**src/sv/framed_message_ring_buffer_defines.svh**
```systemverilog
// assertion macros for the framed message ring buffer
// expects clk and rst_n in the scope of each use
`ifndef FRAMED_MESSAGE_RING_BUFFER_DEFINES_SVH
`define FRAMED_MESSAGE_RING_BUFFER_DEFINES_SVH

// condition holds on every clock edge out of reset
`define FMRB_ASSERT_HOLD(label, cond, msg) \
    label: assert property (@(posedge clk) disable iff (!rst_n) (cond)) \
        else $error(msg);

// antecedent implies consequent in the same cycle
`define FMRB_ASSERT_IMPL(label, ante, cons, msg) \
    label: assert property (@(posedge clk) disable iff (!rst_n) (ante) |-> (cons)) \
        else $error(msg);

// antecedent implies consequent in the next cycle
`define FMRB_ASSERT_NEXT(label, ante, cons, msg) \
    label: assert property (@(posedge clk) disable iff (!rst_n) (ante) |=> (cons)) \
        else $error(msg);

`endif

```
**src/sv/fmrb_wrap_add.sv**
```systemverilog
// shared address unit: (base + offset) modulo the ring capacity
// operands stay below the capacity, so one conditional subtract wraps
module fmrb_wrap_add #(
    parameter int PW = 12
) (
    input  logic [PW-1:0] base,
    input  logic [PW-1:0] offset,
    input  logic [PW:0]   cap,
    output logic [PW-1:0] sum
);
    logic [PW:0] raw;
    logic [PW:0] wrapped;

    assign raw     = {1'b0, base} + {1'b0, offset};
    assign wrapped = (raw >= cap) ? (raw - cap) : raw;
    assign sum     = wrapped[PW-1:0];

endmodule

```
**config.mk**
```make
export PLATFORM = sky130hd
export DESIGN_NAME = fmrb_wrap_add
export DESIGN_NICKNAME = d
export VERILOG_FILES = /design/src/sv/framed_message_ring_buffer_defines.svh /design/src/sv/fmrb_wrap_add.sv
export SDC_FILE = /design/constraint.sdc
export NUM_CORES = 1
export LEC_CHECK = 0
export BUFFER_PORTS_ARGS = -buffer_cell sky130_fd_sc_hd__buf_2
export CAP_MARGIN = 20
export CORE_MARGIN = 2
export CORE_UTILIZATION = 40
export DETAILED_ROUTE_END_ITERATION = 7
export PLACE_DENSITY = 0.66
export RECOVER_POWER = 100
export SKIP_LAST_GASP = 1
export SYNTH_ARGS = -nofsm -noshare
export SYNTH_HDL_FRONTEND = slang
export SYNTH_SLANG_ARGS = --single-unit
```
**constraint.sdc**
```tcl
create_clock -name vclk -period 6.1
set_input_delay 1.22 -clock vclk [all_inputs]
set_output_delay 1.22 -clock vclk [all_outputs]
set_load 0.01 [all_outputs]
```
# Word level (Yosys, flattened, before mapping)
# Cells that the tools add are included.
dict set report totals {
  ff_bits 0
  latch_bits 0
  ramBits 0
  romBits 0
  in_bits 37
  output_inout_bits 12
  wordCells 4
  mem_count 0
}
dict set report classes {
  n_addsub 2
  mul 0
  div 0
  magnitude_cmp 1
  n_eq_ne 0
  shifts 0
  mux 1
  bitwise 0
  reduce_logical 0
}
# op n
set op_table {}
lappend op_table {{adder 12 x 12 -> 13 bit} 1}
lappend op_table {{greater-or-equal comparator 13 bit} 1}
lappend op_table {{two-way mux 12 bit} 1}
lappend op_table {{subtractor 12 bit} 1}

# Logic depth before layout (Yosys ltp)
dict set report logic_depth {
  word_depth 3
  depth_mapped 15
}

# Least setup slack after synthesis
# Ideal clock, no wire load.
dict set report synth_path {
  path_kind {input -> output}
  from {in offset[0]}
  to {out sum[10]}
  arrival_time_ps 4252
  t_required_ps 4880
  setup_slack_ps 628
  cell_stages 14
  n_path_buf 1
  cell_sequence {ha_1 -> fa_1 -> a211o_1 -> a21oi_1 -> o21ai_0 -> nand2_1 -> xnor2_1 -> ha_1 -> a211oi_1 -> nor3b_2 -> a21oi_2 -> o21a_1 -> buf_6 -> mux2_4}
}
dict set report synth_via {
  elab_chain_len 3
}
# item line_no
set synth_lines {}
lappend synth_lines {{start, declared} fmrb_wrap_add.sv:7} ;# input logic [PW-1:0] offset,
lappend synth_lines {{adder 12 x 12 -> 13 bit *} fmrb_wrap_add.sv:14} ;# assign raw = {1'b0, base} + {1'b0, offset};
lappend synth_lines {{subtractor 12 bit / greater-or-equal comparator 13 bit (equally long branches)} fmrb_wrap_add.sv:15} ;# assign wrapped = (raw >= cap) ? (raw - cap) : raw;
lappend synth_lines {{two-way mux 12 bit *} fmrb_wrap_add.sv:15}
lappend synth_lines {{end, declared} fmrb_wrap_add.sv:9} ;# output logic [PW-1:0] sum
# Every way passes the cells marked *; elsewhere a longest branch is shown, timed or not.

# Final worst setup path
dict set report layout_path {
  from {in offset[0]}
  to {out sum[8]}
}
# Same word-level chain as after synthesis.

==> results list <==
- Unrepaired setup endpoints after global routing: no
- Via count: 1401
* Register area: 0 um^2
- By startpoint and endpoint, the worst setup path is classified as input pin to primary output.
- Headroom to the max-slew limit came out at 72.7%.
* Number of global-route vias before repair: 1216
- Final Setup Violations: 0
- In the finished layout, the clock tree contains a buffer count of 0.
- Slowest Stage Delay on Critical Path: 0.39 ns
- The die covers 3980 um^2.
- After synthesis, flip-flops and latches occupy 0% of the total area.
- Area of the multi-input gates: 1320 um^2
* Number of nets with antenna violations after detailed routing: 0
* Warnings from Yosys: 0
- Worst slack, placed: 0.108 ns
- Dividing the final minimum period by the clock period gives 95.5%.
- The routed design could run at a clock period as short as 5.83 ns.
* Num rows: 21
- Measured on the finished design, the core utilization comes to 51.1%.
- Summing every instance area after synthesis gives 1400 um^2.
* Layout net count: 291
- List of cells traversed by the critical path: buf_2 > ha_1 > fa_2 > a211o_1 > a21oi_2 > o21ai_0 > nand2_1 > xnor2_1 > ha_2 > a211oi_4 > nor3b_2 > a21oi_2 > o21a_1 > buf_12 > mux2_4 > buf_2
- Entering global routing, the biggest net connects 10 pins.
* PwrDens: 219 nW/um^2
- In this run the standard cell core region covers 3340 um^2.
* Die Y: 63.1 um
- Max stage delay cell, worst path: sky130_fd_sc_hd__ha_2
- Net count of the mapped netlist: 239
- For this design the top-level I/O count stands at 49.
- Maximum resistive drop on vdd: 0.0615 mV
- Mean cell area of the mapped netlist: 7.98 um^2
- Data required, critical path: 4.88 ns
- RePlAce Congestion: 0.897
* Number of DRC violations after detailed-routing iteration 0: 24
* Share of total power in the clock network: 0%
- Across the run, the number of max-cap violations was 0.
- Synthesis produced a netlist whose cell count is 175.
* Hold/Removal Path Class: input pin to primary output
- After clock tree synthesis, the setup repair step added 0 buffers.
* Reported leakage power: 0.000844 uW
- For this design the total switching power over the nets is 187 uW.
* Count of input and output buffers: 49
- Of the total power, combinational logic draws 100.0%.
- Data on the critical path arrives at its endpoint at 4.61 ns.
- Number of design rule violations left after detail routing: 0
* Die Span X: 63.1 um
* Post-detailed-route via-to-cell ratio: 5.17
- Number of buffers inserted by hold repair at cts: 0
- The number of antenna violations at the first check in global routing came to 0.
- 0 antenna diodes ended up in the layout.
- Effective utilization at floorplan: 41.8%
- Resized Gates After CTS: 0
- Setup TNS: 0 ns
- Setup crit end kind: primary output
- Commonest non-fill, non-tap cell in the layout: sky130_fd_sc_hd__buf_2
- In this run switching power makes up 50.2% of total power.
- Leaving out fill and tap cells, the most frequent cells in the layout are sky130_fd_sc_hd__buf_2 (42), sky130_fd_sc_hd__ha_1 (24), sky130_fd_sc_hd__inv_1 (16).
* Slew at the pin closest to its max-slew limit: 0.399 ns
* First-pass GRT wire length: 5240 um
- After legalization and detailed placement, the total HPWL measured 2770 um.
- Global routing consumed, over all layers together, 15.4% of the routing resources.
* Remaining global-route overflow: 0
* Fraction of layout instances using a drive strength above 1: 31.1%
* Biggest fanout along the worst timing path: 9
- The worst setup path is launched from an input pin.
* Synth-to-Final Area Change: 22.2%
- Fillcell total: 371
* First-pass detailed-route iteration total: 4
- After detailed routing, the total wire length is 3110 um.
* Final Hold Vio Count: 0
* Final WS setup: 0.273 ns
* Distinct cells, synth: 48
- The final layout contains a sequential cell count of 0.
- F_max: 0.172 GHz
- Wirelength per Cell: 11.5 um
- Final max-slew violation count: 0
- The flow ran to the end, and the final reports show no timing, DRC or antenna violations.
- Internal power: 186 uW
- Sequential cells burn 0% of the power.
## cell families (layout without fill, tap and decap cells)
kind of cell / count (synthesis) / in the layout / synth area share (%)
AO/OA/AOI/OAI: 62 / 62 / 31.1
AND/OR/NAND/NOR: 42 / 42 / 15.6
adder cells (fa/ha/maj): 27 / 27 / 25.3
buffers and inverters: 18 / 68 / 7.44
XOR/XNOR: 15 / 15 / 9.41
multiplexers: 11 / 11 / 11.2
## synth_stat cells, types with 2 or more instances
cell                       number  area, um^2
sky130_fd_sc_hd__a21oi_1       16        80.1
sky130_fd_sc_hd__o21bai_1       2        15.0
sky130_fd_sc_hd__nand4_1        2        12.5
sky130_fd_sc_hd__o21a_1         4        30.0
sky130_fd_sc_hd__xnor2_1        9        78.8
sky130_fd_sc_hd__o31a_1         2        17.5
sky130_fd_sc_hd__nor2_1        12        45.0
sky130_fd_sc_hd__o21ai_0        9        45.0
sky130_fd_sc_hd__nor3_1         4        20.0
sky130_fd_sc_hd__xor2_1         6        52.6
sky130_fd_sc_hd__inv_1         16        60.1
sky130_fd_sc_hd__mux2_4         9         135
sky130_fd_sc_hd__o211ai_1       2        15.0
sky130_fd_sc_hd__ha_1          25         313
sky130_fd_sc_hd__nand2_1        9        33.8
sky130_fd_sc_hd__fa_1           2        40.0
sky130_fd_sc_hd__a21o_1         7        52.6
sky130_fd_sc_hd__nand3_1        3        15.0
sky130_fd_sc_hd__a211oi_1       7        52.6
## per-stage QoR
| step | cell area, um^2 | hold WS (ns) | total power (uW) | cells |
|---|---|---|---|---|
| 6_report | 1710 | 2.87 | 373 | 271 |
| 5_1_grt | 1710 | 2.92 | 411 | 271 |
| 4_1_cts | 1690 | 2.89 | 370 | 271 |
| 3_5_place_dp | 1690 | 2.89 | 369 | 271 |
| 3_3_place_gp | 1690 | 2.89 | 370 | 271 |
| 2_1_floorplan | 1400 | 2.67 | 287 | 175 |
## metal layers
layer	share of wire (%)	GRT usage, %	vias to the layer above
met5	0	0	-
met4	0	0.833	0
met3	3.1	0	0
met2	48	27.7	26
met1	49	21.7	621
li1	-	-	754
## power groups by stage
stage	Combinational [uW]	Sequential (uW)	Clock [uW]
finish	373	0	0
global route	411	0	0
CTS	370	0	0
detailed placement	369	0	0
global placement	370	0	0
floorplan	287	0	0
## area by class of cell
cell class	count	share of cell area (%)
multi-input cells	157	77.2
repair buffers	52	15.9
inverters	16	3.52
well taps	46	3.37
## path summary, 6_finish.rpt
check / depth (start not counted) / slack (ns) / startpoint / to
worst max-delay path: 16 / 0.27 / offset[0] / sum[8]
worst min-delay path: 4 / 2.87 / cap[0] / sum[0]
## critical path: cells and delay by family
kind                       cells  cell delay, ns
and+or+nand+nor                2            0.34
xor gates and xnor gates       1            0.20
adders and majority gates      3            0.99
AOI/OAI and AO/OA              6            1.16
muxes                          1            0.28
buffers and inverters          3            0.40
Note: power is estimated with default switching activity, not from simulation.
